==> src/sv/egcd_pkg.sv <==
`timescale 1ns / 1ps
package egcd_pkg;

  localparam int VALUE_WIDTH = 32;
  localparam int MAG_WIDTH   = 31;
  localparam int INDEX_WIDTH = 3;
  localparam logic [MAG_WIDTH-1:0] MAG_MAX = {MAG_WIDTH{1'b1}};

  typedef struct packed {
    logic signed [VALUE_WIDTH-1:0] value;
    logic                          last_value;
  } in_item_t;

  typedef struct packed {
    logic signed [VALUE_WIDTH-1:0] coefficient;
    logic [MAG_WIDTH-1:0]          gcd_result;
    logic [INDEX_WIDTH-1:0]        element_index;
    logic                          last_result;
    logic                          overflow;
  } result_t;

  typedef struct packed {
    logic                 start;
    logic [MAG_WIDTH-1:0] dividend;
    logic [MAG_WIDTH-1:0] divisor;
  } div_req_t;

  typedef struct packed {
    logic                 done;
    logic [MAG_WIDTH-1:0] quotient;
    logic [MAG_WIDTH-1:0] remainder;
  } div_rsp_t;

  typedef enum logic [3:0] {
    ST_IDLE,
    ST_INIT,
    ST_SCAN_RD,
    ST_SCAN_CHK,
    ST_RED_RD,
    ST_RED_CHK,
    ST_DIV,
    ST_ROW_RD,
    ST_ROW_MUL,
    ST_ROW_WR,
    ST_CHK_RD,
    ST_CHK_EV,
    ST_EMIT_RD,
    ST_EMIT
  } state_t;

endpackage

==> src/sv/egcd_div.sv <==
`timescale 1ns / 1ps
module egcd_div (
  input  logic                clk,
  input  logic                rst,
  input  egcd_pkg::div_req_t  req,
  output egcd_pkg::div_rsp_t  rsp
);
  import egcd_pkg::*;

  localparam int SW = $clog2(MAG_WIDTH);

  logic                 active;
  logic                 done;
  logic [SW-1:0]        step;
  logic [MAG_WIDTH-1:0] rem;
  logic [MAG_WIDTH-1:0] quot;
  logic [MAG_WIDTH-1:0] dsr;
  logic [MAG_WIDTH:0]   trial;
  logic [MAG_WIDTH:0]   diff;
  logic                 ge;
  logic [MAG_WIDTH-1:0] rem_next;

  always_comb begin
    trial    = {rem, quot[MAG_WIDTH-1]};
    ge       = trial >= {1'b0, dsr};
    diff     = trial - {1'b0, dsr};
    rem_next = ge ? diff[MAG_WIDTH-1:0] : trial[MAG_WIDTH-1:0];
  end

  always_ff @(posedge clk) begin
    if (rst) begin
      active <= 1'b0;
      done   <= 1'b0;
    end else begin
      done <= 1'b0;
      if (req.start) begin
        active <= 1'b1;
        step   <= '0;
        rem    <= '0;
        quot   <= req.dividend;
        dsr    <= req.divisor;
      end else if (active) begin
        rem  <= rem_next;
        quot <= {quot[MAG_WIDTH-2:0], ge};
        step <= step + SW'(1);
        if (step == SW'(MAG_WIDTH - 1)) begin
          active <= 1'b0;
          done   <= 1'b1;
        end
      end
    end
  end

  assign rsp.done      = done;
  assign rsp.quotient  = quot;
  assign rsp.remainder = rem;

endmodule

==> config.mk <==
export PLATFORM = sky130hd
export DESIGN_NAME = egcd_div
export DESIGN_NICKNAME = d
export VERILOG_FILES = /design/src/sv/egcd_pkg.sv /design/src/sv/egcd_div.sv
export SDC_FILE = /design/constraint.sdc
export NUM_CORES = 1
export LEC_CHECK = 0
export BUFFER_PORTS_ARGS = -buffer_cell sky130_fd_sc_hd__buf_2
export CORE_ASPECT_RATIO = 2
export CORE_UTILIZATION = 45
export CTS_CLUSTER_SIZE = 8
export DETAILED_ROUTE_END_ITERATION = 8
export PLACE_DENSITY = 0.71
export SLEW_MARGIN = 20
export SYNTH_ARGS = -nofsm -noshare
export SYNTH_HDL_FRONTEND = slang
export SYNTH_SLANG_ARGS = --single-unit
==> constraint.sdc <==
create_clock -name clk -period 4.5 [get_ports clk]
set_input_delay 0.675 -clock clk [delete_from_list [all_inputs] [get_ports clk]]
set_output_delay 0.675 -clock clk [all_outputs]
set_load 0.1 [all_outputs]
After elaboration in Yosys (flattened, before gate mapping)
Index checks and enable logic that the tools add are counted.
- flip-flop bits (word level): 100
- bits of input ports: 65
- output and inout bits: 63
- logic and storage cells: 25
- $add $sub $neg: 2
- order comparisons: 1
- eq/ne operators: 1
- muxes and demuxes: 9
- bitwise operators: 2
- reductions and logical operators: 4
- operators with widths (operator ; number):
    $mux 31 ; 4
    $ge 32x31->1 ; 1
    $sub 31x31->31 ; 1
    $add 5x1->5 const B ; 1
    $eq 5x5->1 const B ; 1
    $mux 5 ; 1
    $mux 1 ; 4
    $reduce_and 2->1 ; 2
    $reduce_or 3->1 ; 1
    $not 1->1 ; 2
    $reduce_bool 2->1 ; 1

Longest topological paths before layout
- depth in word-level cells: 4
- mapped depth: 14
- depth with buffers taken out: 12

Least setup slack after synthesis
No wires, ideal clock.
- kind: input port to flip-flop
- start: input req[62] (netlist bit)
- end: register quot[0], enable pin
- library setup time: 492 ps
- arrival time: 4212 ps
- data required time: 4008 ps
- path slack: -204 ps
- stages: 4
- buffers on the path: 2
- path through: clkbuf_1 buf_1 nor2_1 nor2_1
- word-level cells in the longest chain between the ends: 2
- RTL lines (item ; RTL line ; source):
    start: declaration ; egcd_div.sv:5 ; input egcd_pkg::div_req_t req,
    $reduce_bool 2->1 (no source line) ; n/a ;
    $reduce_and 2->1 (no source line) ; n/a ;
    end signal: assignment ; egcd_div.sv:40 ; quot <= req.dividend;
    end signal: assignment ; egcd_div.sv:44 ; quot <= {quot[MAG_WIDTH-2:0], ge};
    end: declaration ; egcd_div.sv:16 ; logic [MAG_WIDTH-1:0] quot;
No other way between the ends.
A chain may end at the register's enable or synchronous reset.

Worst setup path in the final report
- start: register quot[30]
- end: register rem[1] (data pin)
- word-level cells in the longest chain between the ends: 3
- RTL lines (item ; RTL line ; source):
    $sub 31x31->31 or $ge 32x31->1 (tied branches) ; egcd_div.sv:26, egcd_div.sv:25 ;
    $mux 31 (*) ; egcd_div.sv:27 ; rem_next = ge ? diff[MAG_WIDTH-1:0] : trial[MAG_WIDTH-1:0];
    $mux 31 (*) ; egcd_div.sv:42 ; end else if (active) begin
    end signal: assignment ; egcd_div.sv:43 ; rem <= rem_next;
    end: declaration ; egcd_div.sv:15 ; logic [MAG_WIDTH-1:0] rem;
Every way passes the cells marked *; elsewhere a longest branch is shown, timed or not. The select of a mux whose other input is x is not followed.

==> out/qor.yml <==
grt_max_degree: 69
max_slew_margin_pct: 29.2
yosys_warnings: 0
ir_drop_uv: 205
hpwl_microns: 9920
viasPerCell: 5.48
vias: 4249
endpoint: "rem[1]"
grt_antenna_before_repair: 1
syn_area_sq_um: 5700
drv_slew: 0
routed_wl_microns: 13300
synth_cells: 497
start_util_pct: 46.5
syn_to_final_growth_pct: 19.0
ys_async_sr_fraction_pct: 0
synth.top_cells.by_count: "edfxtp_1, nand2_1, inv_1"
drt_iter0_markers: 186
ctsHoldBuffers: 0
cts_root_buffer: "clkbuf_16"
cp-start-kind: "flip-flop"
synth_area_leader_cell: "edfxtp_1"
insertion_delay_ns: 0.35
grt_pass1_vias: 4603
seq_area_frac_synth_pct: 52.3
r2r_cells: 13
crit_cells: 13
pwr_density_cell_nw_per_um2: 436
startpoint: "quot[30]"
cts.sinks: 100
arrival_ns: 3.85
ctsResizeCount: 0
synth_ff_type: "edfxtp_1"
drive_above_1_share_pct: 31.1
synth.most_common_cell: "edfxtp_1"
end_kind: "flip-flop"
cts_tree: "yes"
die-area_sq_um: 13100
status: "finished, final reports clean"
nets: 722
die_h_microns: 161
synth.top_cell.area_share_pct: 51.6
core_area_sq_um: 12300
reg2reg_slack_ns: 0.84
crit_slowest_cell: "or2_1"
cp.required_ns: 4.69
synth_seq_cells: 100
min_path_type: "input pin to flip-flop"
syn_nets: 596
worst_clock_skew_ns: 0.0111
synth.top_cells.by_area: "edfxtp_1, ha_1, mux2_2"
fin_hold_ws_ns: 0.493
setup_viol: 0
final_antenna_net_count: 0
fin_crit_ns: 3.66
ys_types: 55
first_pass_iters: 4
globalRouteOverflowTotal: 0
critPathMaxStageDelay_ns: 0.61
worstMarginPinSlew_ns: 1.06
path_cells: "inv_1, ha_1, fa_1, nor2b_1, o2111ai_1, nand4_1, a31oi_2, o21a_4, a211oi_4, or2_1, buf_4, nor2_1, a211oi_2"
crit_type: "flip-flop to flip-flop"
tns_ns: 0
crit_path_max_fanout: 17
drc: 0
cp_top_family: "compound AO/OA/AOI/OAI gates"
postPlaceCellArea_sq_um: 6470
clk_path_buf_depth: 2
min_path_cells: 1
gp_congestion: 0.909
avgRoutedWirePerCell_microns: 17.1
syn_avg_cell_area_sq_um: 11.5
clk_pin_slew_worst_paths_ns: 0.08
rows: 57
cts_setup_buffers: 0
fillers: 1089
r2r-start: "quot[30]"
p_leak_nw: 2.89
max_freq_ghz: 0.273
io_buffers: 127
fin_crit_sh_pct: 81.3
design_area_sq_um: 6780
r2r_end: "rem[1]"
grt_pass1_wl_microns: 21400
io-pin-count: 128
grt.total_usage_pct: 21.4
cts-htree-levels: 3
rsz0062_at_grt: "false"
die_x_microns: 81.6
cts_buffers: 9
hold_violations: 0
maxCapViolations: 0
crit_buf_inv: 2
synth_edf_count: 98
final cells by class:
type	count	area (sq um)	area share, %
Timing Repair Buffer	133	681	10.0
Clock inverter	7	86.3	1.27
Clock buffer	9	225	3.32
Tap cell	147	184	2.71
Multi-Input combinational cell	339	2470	36.4
Inverter	40	150	2.21
Antenna cell	1	2.50	0.0369
Sequential cell	100	2980	44.0
metrics by stage:
step / worst slack (ns) / total power [W] / util (%) / cells
3_3_place_gp: 1.05 / 0.00216 / 52.7 / 759
5_1_grt: 0.608 / 0.00309 / 55.3 / 776
2_1_floorplan: 0.911 / 0.00199 / - / 497
3_5_place_dp: 0.890 / 0.00218 / 52.7 / 759
4_1_cts: 0.854 / 0.00297 / 55.3 / 775
6_report: 0.842 / 0.00296 / 55.3 / 776
cell families after synthesis:
logic type	after synthesis	synth area share, %
AND/OR/NAND/NOR	133	11.3
AO/OA/AOI/OAI	118	14.6
flip-flops	100	52.3
buffers and inverters	58	4.48
adder cells (fa/ha/maj)	34	7.60
multiplexers	32	6.30
XOR/XNOR	22	3.38
report_power, final:
part           internal, W  switching, W  total (W)
clock             0.000399      0.000396   0.000794
sequential         0.00112     0.0000451    0.00117
combinational     0.000287      0.000706   0.000993
layout by cell type (no fill, tap or decap), types with 3 or more instances in the layout:
cell type,instances
and3_1,9
xnor2_1,13
inv_1,40
o31ai_1,3
o21ai_1,3
buf_4,6
a211oi_2,6
a21oi_1,39
ha_1,33
clkbuf_16,9
o21bai_1,8
a31oi_1,6
mux2_2,31
buf_2,127
nor2_1,25
clkinv_8,3
nand2_1,48
o21ai_0,11
xor2_1,9
o211ai_1,3
and2_1,5
nor2b_1,6
o21a_1,4
nand3_1,10
a21o_1,15
a211oi_1,4
nand4_1,8
or3_1,8
edfxtp_1,98
worst min path at each step:
| stage | from | to | slack, ns |
|---|---|---|---|
| after floorplan | active | done | 0.45 |
| after global placement | active | done | 0.48 |
| after detailed placement | active | done | 0.48 |
| after CTS | req[6] | dsr[6] | 0.48 |
| after global routing | req[8] | dsr[8] | 0.48 |
| final | req[30] | dsr[30] | 0.49 |
sequential cells by signal, summed over array words and instances (netlist names):
signal,cells
rem,31
step,5
dsr,31
done,1
quot,31
active,1
layer usage:
layer	vias to the layer above	routed length [microns]	GRT usage [%]
li1	2083	-	-
met1	2029	4700	22.6
met2	116	7660	40.1
met3	21	598	3.62
met4	0	300	9.01
met5	-	0	0
Power figures use the tool's default switching activity.
